**src/sv/rrqs_pkg.sv**
```systemverilog
// shared types and codes for the round-robin quantum scheduler
package rrqs_pkg;

  // command codes on the input func field
  localparam logic [1:0] FUNC_APPEND = 2'd0;
  localparam logic [1:0] FUNC_INSERT = 2'd1;
  localparam logic [1:0] FUNC_ROUND  = 2'd2;
  localparam logic [1:0] FUNC_REMOVE = 2'd3;

  // event codes on the result event_res field
  localparam logic [2:0] EV_APPENDED  = 3'd0;
  localparam logic [2:0] EV_FRONT     = 3'd1;
  localparam logic [2:0] EV_PARTIAL   = 3'd2;
  localparam logic [2:0] EV_COMPLETED = 3'd3;
  localparam logic [2:0] EV_REMOVED   = 3'd4;
  localparam logic [2:0] EV_EMPTY     = 3'd5;
  localparam logic [2:0] EV_NOTFOUND  = 3'd6;
  localparam logic [2:0] EV_FULL      = 3'd7;

  localparam logic [15:0] QUANTUM_RESET = 16'd4;

  typedef struct packed {
    logic [1:0]  func;
    logic [7:0]  task_id;
    logic [15:0] burst_time;
  } in_item_t;

  typedef struct packed {
    logic [2:0]  event_res;
    logic [7:0]  result_id;
    logic [15:0] time_left;
    logic        last;
  } out_item_t;

  // one queue entry as stored in the ram
  typedef struct packed {
    logic [7:0]  id;
    logic [15:0] time_left;
  } entry_t;

  localparam int unsigned ENTRY_W = $bits(entry_t);

  typedef enum logic {
    ST_IDLE,
    ST_PASS
  } state_t;

endpackage

```
**src/sv/rrqs_ram.sv**
```systemverilog
// generic simple dual-port ram with one write port and a registered read port
module rrqs_ram #(
  parameter int WIDTH = 24,
  parameter int DEPTH = 16
) (
  input  logic                                     clk,
  input  logic                                     wr_en,
  input  logic [(DEPTH > 1 ? $clog2(DEPTH) : 1)-1:0] wr_addr,
  input  logic [WIDTH-1:0]                         wr_data,
  input  logic [(DEPTH > 1 ? $clog2(DEPTH) : 1)-1:0] rd_addr,
  output logic [WIDTH-1:0]                         rd_data
);

  logic [WIDTH-1:0] mem [DEPTH];
  logic [WIDTH-1:0] rd_data_r;

  always_ff @(posedge clk) begin
    if (wr_en) begin
      mem[wr_addr] <= wr_data;
    end
    rd_data_r <= mem[rd_addr];
  end

  assign rd_data = rd_data_r;

endmodule

```
**src/sv/rrqs_outreg.sv**
```systemverilog
// result output register with valid/stall handshake
module rrqs_outreg (
  input  logic                clk,
  input  logic                rst_n,
  input  logic                load,
  input  rrqs_pkg::out_item_t load_item,
  input  logic                out_stall,
  output logic                out_valid,
  output rrqs_pkg::out_item_t out_data,
  output logic                free
);

  logic                valid_r;
  logic                valid_nxt;
  rrqs_pkg::out_item_t data_r;

  // register can take a new result when empty or being drained
  assign free = !valid_r || !out_stall;

  always_comb begin
    valid_nxt = valid_r;
    if (load) begin
      valid_nxt = 1'b1;
    end else if (!out_stall) begin
      valid_nxt = 1'b0;
    end
  end

  always_ff @(posedge clk) begin
    if (!rst_n) begin
      valid_r <= 1'b0;
    end else begin
      valid_r <= valid_nxt;
    end
  end

  always_ff @(posedge clk) begin
    if (load) begin
      data_r <= load_item;
    end
  end

  assign out_valid = valid_r;
  assign out_data  = data_r;

endmodule

```
**src/sv/round_robin_quantum_scheduler.sv**
```systemverilog
// round-robin task queue with time quantum, held in a circular ram
// every result passes through the registered output stage
// append, insert and commands on an empty queue load their one result on acceptance
// a round or a remove over N queued tasks first reads the head from the ram, then
// does one ram read/modify/write per task; an output stall holds the pass
// reset (rst_n, synchronous): queue empty, quantum 4, no result pending
module round_robin_quantum_scheduler #(
  parameter int QUEUE_DEPTH = 16
) (
  input  logic                clk,
  input  logic                rst_n,
  // command channel
  input  logic                in_valid,
  output logic                in_stall,
  input  rrqs_pkg::in_item_t  in_data,
  // result channel
  output logic                out_valid,
  input  logic                out_stall,
  output rrqs_pkg::out_item_t out_data,
  // quantum register write channel
  input  logic                cfg_valid,
  output logic                cfg_ready,
  input  logic [15:0]         cfg_data
);

  // ram address width and queue count width (count can reach QUEUE_DEPTH)
  localparam int AW = (QUEUE_DEPTH > 1) ? $clog2(QUEUE_DEPTH) : 1;
  localparam int CW = $clog2(QUEUE_DEPTH + 1);

  // map a logical queue position to a ram address, base + offset wrapped once
  function automatic logic [AW-1:0] phys(input logic [AW-1:0] base,
                                         input logic [CW-1:0] ofs);
    logic [CW:0] s;
    s = {{(CW + 1 - AW){1'b0}}, base} + {1'b0, ofs};
    if (s >= (CW + 1)'(QUEUE_DEPTH)) begin
      s = s - (CW + 1)'(QUEUE_DEPTH);
    end
    return s[AW-1:0];
  endfunction

  // control state
  rrqs_pkg::state_t state_r, state_nxt;
  logic [AW-1:0]    head_r, head_nxt;      // ram address of queue position 0
  logic [CW-1:0]    occ_r, occ_nxt;        // number of queued tasks
  logic [7:0]       head_id_r, head_id_nxt; // copy of the head task's id for insert
  logic [CW-1:0]    rd_ptr_r, rd_ptr_nxt;  // position whose data is at the ram output
  logic [CW-1:0]    wr_ptr_r, wr_ptr_nxt;  // compaction write position
  logic [CW-1:0]    total_r, total_nxt;    // tasks visited by this pass
  logic [1:0]       cmd_func_r, cmd_func_nxt;
  logic [7:0]       cmd_id_r, cmd_id_nxt;
  logic             found_r, found_nxt;    // remove already took its match
  logic [15:0]      quantum_r;

  // ram interface
  logic                ram_we;
  logic [AW-1:0]       ram_waddr;
  rrqs_pkg::entry_t    ram_wdata;
  logic [AW-1:0]       ram_raddr;
  logic [rrqs_pkg::ENTRY_W-1:0] ram_rdata;
  rrqs_pkg::entry_t    cur;

  // output register interface
  logic                out_load;
  rrqs_pkg::out_item_t out_item;
  logic                out_free;

  logic                in_fire;
  logic                last_entry;
  logic [15:0]         t_sub;

  assign cur        = ram_rdata;
  assign cfg_ready  = 1'b1;
  assign in_stall   = (state_r != rrqs_pkg::ST_IDLE) || !out_free;
  assign in_fire    = in_valid && !in_stall;
  assign last_entry = (rd_ptr_r == total_r - CW'(1));
  assign t_sub      = cur.time_left - quantum_r;

  rrqs_ram #(
    .WIDTH (rrqs_pkg::ENTRY_W),
    .DEPTH (QUEUE_DEPTH)
  ) u_ram (
    .clk     (clk),
    .wr_en   (ram_we),
    .wr_addr (ram_waddr),
    .wr_data (ram_wdata),
    .rd_addr (ram_raddr),
    .rd_data (ram_rdata)
  );

  rrqs_outreg u_outreg (
    .clk       (clk),
    .rst_n     (rst_n),
    .load      (out_load),
    .load_item (out_item),
    .out_stall (out_stall),
    .out_valid (out_valid),
    .out_data  (out_data),
    .free      (out_free)
  );

  always_comb begin
    state_nxt    = state_r;
    head_nxt     = head_r;
    occ_nxt      = occ_r;
    head_id_nxt  = head_id_r;
    rd_ptr_nxt   = rd_ptr_r;
    wr_ptr_nxt   = wr_ptr_r;
    total_nxt    = total_r;
    cmd_func_nxt = cmd_func_r;
    cmd_id_nxt   = cmd_id_r;
    found_nxt    = found_r;
    ram_we       = 1'b0;
    ram_waddr    = head_r;
    ram_wdata    = '0;
    ram_raddr    = head_r;  // idle: keep the head on the read port for a pass start
    out_load     = 1'b0;
    out_item     = '0;

    case (state_r)
      rrqs_pkg::ST_IDLE: begin
        if (in_fire) begin
          out_load = 1'b1;
          out_item.last = 1'b1;
          if (in_data.func == rrqs_pkg::FUNC_APPEND ||
              in_data.func == rrqs_pkg::FUNC_INSERT) begin
            out_item.result_id = in_data.task_id;
            if (occ_r == CW'(QUEUE_DEPTH)) begin
              out_item.event_res = rrqs_pkg::EV_FULL;
            end else if (in_data.func == rrqs_pkg::FUNC_INSERT && occ_r != '0 &&
                         in_data.task_id < head_id_r) begin
              // preempt: move the head back one slot and write there
              head_nxt = (head_r == '0) ? AW'(QUEUE_DEPTH - 1) : head_r - AW'(1);
              ram_we    = 1'b1;
              ram_waddr = head_nxt;
              ram_wdata = '{id: in_data.task_id, time_left: in_data.burst_time};
              occ_nxt   = occ_r + CW'(1);
              head_id_nxt = in_data.task_id;
              out_item.event_res = rrqs_pkg::EV_FRONT;
              out_item.time_left = in_data.burst_time;
            end else begin
              ram_we    = 1'b1;
              ram_waddr = phys(head_r, occ_r);
              ram_wdata = '{id: in_data.task_id, time_left: in_data.burst_time};
              occ_nxt   = occ_r + CW'(1);
              if (occ_r == '0) begin
                head_id_nxt = in_data.task_id;
              end
              out_item.event_res = rrqs_pkg::EV_APPENDED;
              out_item.time_left = in_data.burst_time;
            end
          end else if (occ_r == '0) begin
            // round or remove on an empty queue
            out_item.event_res = rrqs_pkg::EV_EMPTY;
            out_item.result_id = (in_data.func == rrqs_pkg::FUNC_REMOVE) ?
                                 in_data.task_id : 8'd0;
          end else begin
            // start a compaction pass over every queued task
            out_load     = 1'b0;
            state_nxt    = rrqs_pkg::ST_PASS;
            rd_ptr_nxt   = '0;
            wr_ptr_nxt   = '0;
            total_nxt    = occ_r;
            cmd_func_nxt = in_data.func;
            cmd_id_nxt   = in_data.task_id;
            found_nxt    = 1'b0;
          end
        end
      end

      rrqs_pkg::ST_PASS: begin
        ram_raddr = phys(head_r, rd_ptr_r);  // hold the read while stalled
        if (out_free) begin
          if (cmd_func_r == rrqs_pkg::FUNC_ROUND) begin
            out_load = 1'b1;
            out_item.result_id = cur.id;
            out_item.last      = last_entry;
            if (cur.time_left <= quantum_r) begin
              // task completes and drops out of the queue
              out_item.event_res = rrqs_pkg::EV_COMPLETED;
            end else begin
              ram_we     = 1'b1;
              ram_waddr  = phys(head_r, wr_ptr_r);
              ram_wdata  = '{id: cur.id, time_left: t_sub};
              wr_ptr_nxt = wr_ptr_r + CW'(1);
              if (wr_ptr_r == '0) begin
                head_id_nxt = cur.id;
              end
              out_item.event_res = rrqs_pkg::EV_PARTIAL;
              out_item.time_left = t_sub;
            end
          end else begin
            // remove: skip the first matching id, keep the rest in order
            if (!found_r && cur.id == cmd_id_r) begin
              found_nxt = 1'b1;
            end else begin
              ram_we     = 1'b1;
              ram_waddr  = phys(head_r, wr_ptr_r);
              ram_wdata  = cur;
              wr_ptr_nxt = wr_ptr_r + CW'(1);
              if (wr_ptr_r == '0) begin
                head_id_nxt = cur.id;
              end
            end
            if (last_entry) begin
              out_load = 1'b1;
              out_item.event_res = found_nxt ? rrqs_pkg::EV_REMOVED :
                                               rrqs_pkg::EV_NOTFOUND;
              out_item.result_id = cmd_id_r;
              out_item.last      = 1'b1;
            end
          end
          rd_ptr_nxt = rd_ptr_r + CW'(1);
          ram_raddr  = phys(head_r, rd_ptr_nxt);
          if (last_entry) begin
            occ_nxt   = wr_ptr_nxt;
            state_nxt = rrqs_pkg::ST_IDLE;
          end
        end
      end

      default: begin
        state_nxt = rrqs_pkg::ST_IDLE;
      end
    endcase
  end

  always_ff @(posedge clk) begin
    if (!rst_n) begin
      state_r   <= rrqs_pkg::ST_IDLE;
      head_r    <= '0;
      occ_r     <= '0;
      quantum_r <= rrqs_pkg::QUANTUM_RESET;
    end else begin
      state_r <= state_nxt;
      head_r  <= head_nxt;
      occ_r   <= occ_nxt;
      if (cfg_valid && cfg_ready) begin
        quantum_r <= cfg_data;
      end
    end
  end

  // pass bookkeeping and head id copy, only meaningful while the queue is in use
  always_ff @(posedge clk) begin
    head_id_r  <= head_id_nxt;
    rd_ptr_r   <= rd_ptr_nxt;
    wr_ptr_r   <= wr_ptr_nxt;
    total_r    <= total_nxt;
    cmd_func_r <= cmd_func_nxt;
    cmd_id_r   <= cmd_id_nxt;
    found_r    <= found_nxt;
  end

endmodule

```
**config.mk**
```make
export PLATFORM = sky130hd
export DESIGN_NAME = round_robin_quantum_scheduler
export DESIGN_NICKNAME = d
export VERILOG_FILES = /design/src/sv/rrqs_pkg.sv /design/src/sv/rrqs_ram.sv /design/src/sv/rrqs_outreg.sv /design/src/sv/round_robin_quantum_scheduler.sv
export SDC_FILE = /design/constraint.sdc
export NUM_CORES = 1
export LEC_CHECK = 0
export BUFFER_PORTS_ARGS = -buffer_cell sky130_fd_sc_hd__buf_2
export CORE_UTILIZATION = 55
export CTS_CLUSTER_SIZE = 30
export DETAILED_ROUTE_END_ITERATION = 10
export PLACE_DENSITY_LB_ADDON = 0.1
export RECOVER_POWER = 25
export SETUP_SLACK_MARGIN = 0.15
export SYNTH_ARGS = -nofsm -noshare
export SYNTH_HDL_FRONTEND = slang
export SYNTH_SLANG_ARGS = --single-unit
```
**constraint.sdc**
```tcl
create_clock -name clk -period 12.52 [get_ports clk]
set_input_delay 2.504 -clock clk [delete_from_list [all_inputs] [get_ports clk]]
set_output_delay 2.504 -clock clk [all_outputs]
set_load 0.02 [all_outputs]
```
* Word-level counts from Yosys, hierarchy flattened
Memory sizes are Yosys's and may differ from the RTL's. A register that Yosys moved wholly into a read port is not among the register bits.
Cells that the tools add are included.
** Cells by class
- Add/subtract/negate cells :: 14
- Order comparisons :: 6
- Equality and inequality tests :: 18
- Muxes and demuxes :: 103
- Bitwise operators :: 4
- Reductions and logical operators :: 23
** Operators with widths (count)
- two-way mux 24 bit :: 7
- two-way mux 8 bit :: 11
- two-way mux 5 bit :: 13
- two-way mux 16 bit :: 4
- two-way mux 4 bit :: 15
- two-way mux 28 bit :: 2
- case mux 28 bit (2 select lines) :: 1
- case mux 24 bit (2 select lines) :: 1
- two-way mux 11 bit :: 4
- two-way mux 1 bit :: 34
- case mux 5 bit (2 select lines) :: 3
- adder 4 x 5 -> 6 bit :: 4
- >= comparator 6 x 5 -> 1 bit, second input constant :: 4
- subtractor 4 x 1 -> 4 bit, second input constant :: 5
- <= comparator 16 bit :: 1
- case mux 8 bit (2 select lines) :: 1
- subtractor 16 bit :: 1
- adder 5 x 1 -> 5 bit, second input constant :: 3
- AND reduction 5 bit :: 3
- != test 2 bit, second input constant :: 6
- zero test 5 bit :: 2
- != test 3 bit, second input constant :: 3
- equality test 8 bit :: 1
- less-than comparator 8 bit :: 1
- 19 further kinds :: 38
** Word-level totals
- Register bits :: 89
- Bits in writable memories :: 384
- Memories :: 1
** Memory list
- u_ram.mem :: depth 16, width 24, rd ports 1, clocked after memory_dff 1, wr ports 1, RTL line rrqs_ram.sv:14 : logic [WIDTH-1:0] mem [DEPTH];

* Longest topological paths before layout
Gate-level depths: netlist of run 1.
- Depth after elaboration :: 11
- Gate-level depth with buffers :: 13
- Depth with buffers taken out :: 11

* By module
Synthesis of run 1 repeated with hierarchy kept, for this count alone.
** Unflattened totals
- Cells, all modules :: 1285
- Area total of the unflattened synthesis :: 21131.5 sq um
** Modules (own cells, without submodules)
- rrqs_ram :: times used 1, cells an instance 636, area each 14930.6 sq um, sequential area each 12011.5 sq um
- round_robin_quantum_scheduler :: times used 1, cells an instance 617, area each 5325.1 sq um, sequential area each 1541.5 sq um
- rrqs_outreg :: times used 1, cells an instance 32, area each 875.8 sq um, sequential area each 860.8 sq um

* Worst setup path before layout of run 1
OpenSTA, ideal clock, no wires.
- Path type :: input to register
- Start :: input in_data[23] (netlist bit)
- End :: memory u_ram.mem[11][0] (enable)
- Data arrival time :: 5.533 ns
- Setup slack :: 6.582 ns
- Stages on the path :: 9
- Buffers on the path :: 0
- Path through :: ha_1 or3b_1 a211oi_2 o21ai_1 nor2_1 o21ai_0 a221oi_2 or3b_1 nor2_1
** Between the ends
- Word-level cells in the longest chain between the ends :: 7
** RTL lines
- from (decl) :: RTL line round_robin_quantum_scheduler.sv:15 : input rrqs_pkg::in_item_t in_data,
- less-than comparator 8 bit :: RTL line round_robin_quantum_scheduler.sv:130 : in_data.task_id < head_id_r) begin
- logical AND 1 bit :: RTL line round_robin_quantum_scheduler.sv:129 : end else if (in_data.func == rrqs_pkg::FUNC_INSERT && occ_r != '0 &&
- two-way mux 4 bit :: RTL line round_robin_quantum_scheduler.sv:129
- two-way mux 4 bit :: RTL line round_robin_quantum_scheduler.sv:127 : if (occ_r == CW'(QUEUE_DEPTH)) begin
- two-way mux 4 bit :: RTL line round_robin_quantum_scheduler.sv:124 : if (in_data.func == rrqs_pkg::FUNC_APPEND ||
- two-way mux 4 bit :: RTL line round_robin_quantum_scheduler.sv:121 : if (in_fire) begin
- case mux 4 bit (2 select lines) :: RTL line round_robin_quantum_scheduler.sv:119 : case (state_r)
- to (decl) :: RTL line rrqs_ram.sv:14
No other way between the ends.

* Final worst setup path of run 1
- Start :: input in_valid
- End :: memory u_ram.mem[11][18] (enable)
** Between the ends
- Word-level cells in the longest chain between the ends :: 5
** RTL lines
- from (decl) :: RTL line round_robin_quantum_scheduler.sv:13 : input logic in_valid,
- logical AND 1 bit * :: RTL line round_robin_quantum_scheduler.sv:74 : assign in_fire = in_valid && !in_stall;
- two-way mux 1 bit :: RTL line round_robin_quantum_scheduler.sv:121
- case mux 1 bit (2 select lines) :: RTL line round_robin_quantum_scheduler.sv:119
- two-way mux 1 bit :: RTL line rrqs_ram.sv:18 : if (wr_en) begin
- two-way mux 1 bit (not written as such) :: RTL line rrqs_ram.sv:19 : mem[wr_addr] <= wr_data;
Mark *: on every way between the ends. The rest lies on a longest branch, timed or not.

==> results of run 1 <==
## report_power, final
| group | leakage, nW | switching (mW) | internal [mW] |
|---|---|---|---|
| combinational | 2.89 | 0.225 | 0.133 |
| clock | 0.845 | 0.626 | 0.915 |
| sequential | 4.56 | 0.0388 | 1.87 |
| total | 8.30 | 0.891 | 2.92 |
## cell usage after synthesis, types with 4 or more instances
| cell | count |
|---|---|
| a31oi_1 | 33 |
| mux4_2 | 96 |
| a211oi_1 | 27 |
| mux2i_1 | 18 |
| inv_1 | 49 |
| nor2b_1 | 6 |
| and2_1 | 30 |
| nor2_1 | 76 |
| o21a_1 | 8 |
| a222oi_1 | 8 |
| clkbuf_1 | 39 |
| nor3_1 | 9 |
| a22o_1 | 10 |
| buf_1 | 5 |
| fa_1 | 4 |
| xor2_1 | 15 |
| nand3_1 | 17 |
| a21oi_1 | 30 |
| xnor2_1 | 26 |
| nand2_1 | 93 |
| o211ai_1 | 4 |
| ha_1 | 40 |
| buf_2 | 11 |
| nand4_1 | 8 |
| or3_1 | 7 |
| mux2_2 | 9 |
| o31ai_1 | 6 |
| nand2b_1 | 9 |
| edfxtp_1 | 446 |
| nor4_1 | 5 |
| dfxtp_1 | 51 |
| o21ai_0 | 27 |
| a21o_1 | 25 |
## state kept, by name, indices dropped and copies added (netlist names), 5 cells and up
| name | cells |
|---|---|
| u_ram.rd_data | 24 |
| u_ram.mem | 384 |
| occ_r | 5 |
| cmd_id_r | 8 |
| u_outreg.out_data | 28 |
| head_id_r | 8 |
| quantum_r | 16 |
| wr_ptr_r | 5 |
| rd_ptr_r | 5 |
| total_r | 5 |
## layout make-up
class | count | area [um2]
flip-flops and latches | 497 | 14400
fillers | 2751 | 14000
multi-input cells | 694 | 6300
clock buffers | 68 | 1410
well taps | 511 | 639
repair buffers | 95 | 457
clock inverters | 25 | 309
inverters | 49 | 184
## layer usage
metal  track usage [%]  share of wire [%]  up-vias
met5                 0              0.083        -
met4              8.24                2.6        2
met3              3.43                5.6       85
met2              38.5                 46      374
met1              36.7                 45     6058
li1                  -                  -     5288
## critical path, stage by stage
cell	delay, ns
clkbuf_1	0.11
nor2b_1	0.37
nor4b_1	0.38
clkbuf_1	1.24
nand3_1	0.55
a21oi_1	0.36
a2111oi_2	0.12
or3b_1	0.56
nor2_2	0.67
buf_4	0.45
## through the flow
stage / utilization (%) / instances / setup slack, ns / hold slack, ns
6_report: 62.9 / 1939 / 5.44 / 0.499
5_1_grt: 62.9 / 1939 / 5.06 / 0.533
3_3_place_gp: 58.6 / 1846 / 5.88 / 0.480
3_5_place_dp: 58.6 / 1846 / 5.82 / 0.484
4_1_cts: 63.2 / 1939 / 6.44 / 0.503
2_1_floorplan: - / 1298 / 6.58 / 0.460
## worst max-delay path by stage
stage / startpoint / end / slack [ns] / cells past startpoint
2_1_floorplan: in_data[23] / u_ram.mem[11][0] / 6.58 / 9
5_1_grt: in_valid / u_ram.mem[11][23] / 5.06 / 10
6_report: in_valid / u_ram.mem[11][18] / 5.44 / 10
4_1_cts: out_stall / u_ram.rd_data[16] / 6.44 / 11
3_5_place_dp: out_stall / u_ram.rd_data[16] / 5.82 / 11
3_3_place_gp: out_stall / u_ram.rd_data[17] / 5.88 / 11
## cells by family after synthesis
family / count (synthesis) / share of synthesized area, %
adder cells (fa/ha/maj): 44 / 2.76
AND/OR/NAND/NOR: 277 / 6.33
buffers and inverters: 107 / 2.05
other: 1 / 0.0178
flip-flops: 497 / 68.6
AO/OA/AOI/OAI: 208 / 6.96
multiplexers: 123 / 11.6
XOR/XNOR: 41 / 1.71
==> flow_summary.ini, run 1 <==
[power]
power_density_nw_per_um2 = 161
p_total_mw = 3.81
total_leakage_power_nw = 8.30
ir_worst_vdd_uv = 93.9

[clock_network]
cts_resized = 0
ctsRootBufferMaster = clkbuf_16
cts.sinks = 497
htreeDepth = 2
post_cts_buffers = 0
clk_path_buf_depth = 3
cts_tree = yes
path_clk_slew_ns = 0.06
cts_buffers = 50
postCtsHoldBufs = 0
clock_latency_ns = 0.59

[synth]
synth_area_um2 = 21000
synth_cell_types = 68
yosysTopAreaCell = edfxtp_1
yosys-top-cells-area = edfxtp_1 (64%), mux4_2 (10%), dfxtp_1 (4.9%)
yosys_register_bits = 497
syn_area_per_cell_um2 = 16.2
ys_seq_area_share_pct = 68.6
synth_top_area_share_pct = 63.7
yosys_warnings = 0
syn_inst = 1298
synth_flop_cell = edfxtp_1
synth_edf_count = 446
syn_nets = 1389
synthArstFlopShare_pct = 0

[worst_setup_path]
arrival_ns = 7.33
worstRegToRegCells = 10
ff2ff_setup_slack_ns = 6.08
timing.rr.start = state_r
worstPathRequired_ns = 12.77
critPathCaptureType = flip-flop
crit_type = in -> reg
timing.rr.end = u_ram.mem[11][18]
crit_fanout = 33
crit_path_start_kind = input port

[route]
drt_wl_total_um = 47000
num_vias = 11800
dr.pass1.iters = 5
wl_per_cell_um = 24.2
ant_nets = 0
viasPerCell = 6.09
drc = 0
drtIter0Drc = 965

[flow_run]
maxCapViolCount = 3

[grt]
grt_max_degree = 51
grt.total_usage_pct = 24.9
antenna_found_initial = 1
grt_pass1_vias = 11800
gr-total-overflow = 0
grt_first_pass_wirelength_um = 71600

[status]
violations = max-capacitance violations, max-slew violations
status = complete, but fails checks

[floorplanning]
row_count = 71
dieWidth_um = 198
fp.dieH_um = 198
ios = 78
die_area_um2 = 39000
start_util_pct = 55.8
core_area_um2 = 37700

[sta]
relSlewSlack_pct = -42.3
worstMarginPinSlew_ns = 2.13
hold_violations = 0
max_clock_freq_ghz = 0.141
setup_tns_ns = 0
setup_violations = 0
period_needed_ns = 7.08
fin_crit_sh_pct = 56.5
finalClockSkew_ns = 0.0156
maxSlewViolCount = 101
rsz0062_at_grt = false

[cells_and_area]
layout-area-overhead-vs-synth_pct = 12.8
stdcell_area_um2 = 23700
diodes = 0
fin_nets = 1478
drive_above_1_share_pct = 18.6
mostFrequentLayoutCells = edfxtp_1 (446), mux4_2 (96), nand2_1 (93), nor2_1 (61), clkbuf_1 (54)
layout_commonest_cell = edfxtp_1

[place]
dpl.hpwl_um = 28600
gp_congestion = 0.901
io_buffers = 76
placed_area_um2 = 22100

[worst_hold_path]
min_to = quantum_r[5]
hold-path-cell-count = 2
hold_start = quantum_r[5]
hp-class = reg -> reg
Power figures use the tool's default switching activity.
==> inputs of run 2 (changes only) <==
==> constraint.sdc (replaced) <==
create_clock -name clk -period 5.96 [get_ports clk]
set_input_delay 1.192 -clock clk [delete_from_list [all_inputs] [get_ports clk]]
set_output_delay 1.192 -clock clk [all_outputs]
set_load 0.02 [all_outputs]
==> flow_summary.ini, run 2 (same netlist as run 1, synthesis figures left out) <==
[clock_network]
cts_resized = 0
ctsRootBufferMaster = clkbuf_16
clk_path_buf_depth = 3
clock_latency_ns = 0.60
cts_buffers = 51
cts.sinks = 497
post_cts_buffers = 0
path_clk_slew_ns = 0.06
postCtsHoldBufs = 0
htreeDepth = 2
cts_tree = yes

[route]
drt_wl_total_um = 46100
ant_nets = 0
wl_per_cell_um = 23.7
drc = 0
dr.pass1.iters = 5
viasPerCell = 6.04
num_vias = 11800
drtIter0Drc = 788

[sta]
maxSlewViolCount = 61
period_needed_ns = 4.96
relSlewSlack_pct = -31.5
rsz0062_at_grt = false
fin_crit_sh_pct = 83.2
max_clock_freq_ghz = 0.202
setup_violations = 0
setup_tns_ns = 0
hold_violations = 0
finalClockSkew_ns = 0.0245
worstMarginPinSlew_ns = 1.97

[cells_and_area]
drive_above_1_share_pct = 18.2
fin_nets = 1491
largest_reg_flops = 384
diodes = 0
mostFrequentLayoutCells = edfxtp_1 (446), mux4_2 (96), nand2_1 (93), nor2_1 (61), clkbuf_1 (61)
layout-area-overhead-vs-synth_pct = 13.0
layout_commonest_cell = edfxtp_1
utilization_pct = 63.1
largest_register = u_ram.mem

[floorplanning]
ios = 78
die_area_um2 = 39000
dieWidth_um = 198
core_area_um2 = 37700
row_count = 71
fp.dieH_um = 198
start_util_pct = 55.8

[power]
total_leakage_power_nw = 8.33
ir_worst_vdd_uv = 192
power_density_nw_per_um2 = 333

[grt]
grt_max_degree = 97
grt_pass1_vias = 11800
grt_first_pass_wirelength_um = 70800
grt.total_usage_pct = 24.5
gr-total-overflow = 0
antenna_found_initial = 0

[worst_setup_path]
critPathCaptureType = flip-flop
crit_path_frequent_cell = nand2_1
timing.rr.start = state_r
timing.rr.end = u_ram.mem[8][12]
path_buf_inv = 1
crit_end = u_ram.mem[8][12]
slowest_delay_ns = 1.42
path_depth = 6
path_cells = clkbuf_1, nand2_1, nor2_1, nand2_1, o21ai_0, a21o_1
crit_family = simple AND/OR/NAND/NOR gates
crit_fanout = 34
worstPathRequired_ns = 6.26
cp-startpoint = state_r
crit_type = reg -> reg
arrival_ns = 5.26
worstRegToRegCells = 6
ff2ff_setup_slack_ns = 1.00
critical-path-slowest-cell = clkbuf_1
crit_path_start_kind = flip-flop

[flow_run]
maxCapViolCount = 2

[status]
status = complete, but fails checks
violations = max-capacitance violations, max-slew violations

[worst_hold_path]
hold_start = quantum_r[2]
hp-class = reg -> reg

[place]
gp_congestion = 0.899
dpl.hpwl_um = 29400
io_buffers = 76
[run 2: worst reg2reg max path, cell delays in order, from the launching register on]
cell	delay, ns
dfxtp_1	0.34
clkbuf_1	1.42
nand2_1	0.44
nor2_1	0.90
nand2_1	0.54
o21ai_0	0.49
a21o_1	0.54
[run 2: report_power, final]
group	internal, mW	switching [mW]	total [mW]
sequential	3.94	0.0792	4.02
combinational	0.286	0.480	0.766
clock	1.82	1.30	3.12
total	6.04	1.86	7.90
[run 2: area by class of cell]
| type | instances | area [um2] |
|---|---|---|
| clock buffers | 67 | 1360 |
| clock inverters | 24 | 274 |
| well taps | 511 | 639 |
| inverters | 49 | 184 |
| fillers | 2777 | 13900 |
| multi-input cells | 694 | 6300 |
| flip-flops and latches | 497 | 14400 |
| repair buffers | 107 | 591 |
[run 2: layer usage]
layer / wire, um / GRT usage, %
met5: 0 / 0
met4: 1090 / 8.04
met3: 2460 / 2.95
met2: 21900 / 38.4
met1: 20600 / 36.2
[run 2: per-stage QoR]
stage	hold WS (ns)	std cells	setup slack (ns)	power [mW]	area, um2
after floorplan	0.460	1298	1.33	4.59	21000
after global placement	0.479	1858	1.15	4.84	22200
after detailed placement	0.486	1858	1.07	4.86	22200
after CTS	0.499	1949	1.36	7.97	23900
after global routing	0.529	1949	0.771	8.17	23800
final	0.498	1949	1.00	7.90	23800
[run 2: worst min-delay path by stage]
| stage | slack (ns) | cells past startpoint | endpoint |
|---|---|---|---|
| 2_1_floorplan | 0.46 | 2 | quantum_r[10] |
| 4_1_cts | 0.50 | 2 | quantum_r[5] |
| 6_report | 0.50 | 2 | quantum_r[2] |
| 5_1_grt | 0.53 | 2 | quantum_r[2] |
| 3_3_place_gp | 0.48 | 2 | quantum_r[11] |
| 3_5_place_dp | 0.49 | 2 | quantum_r[9] |
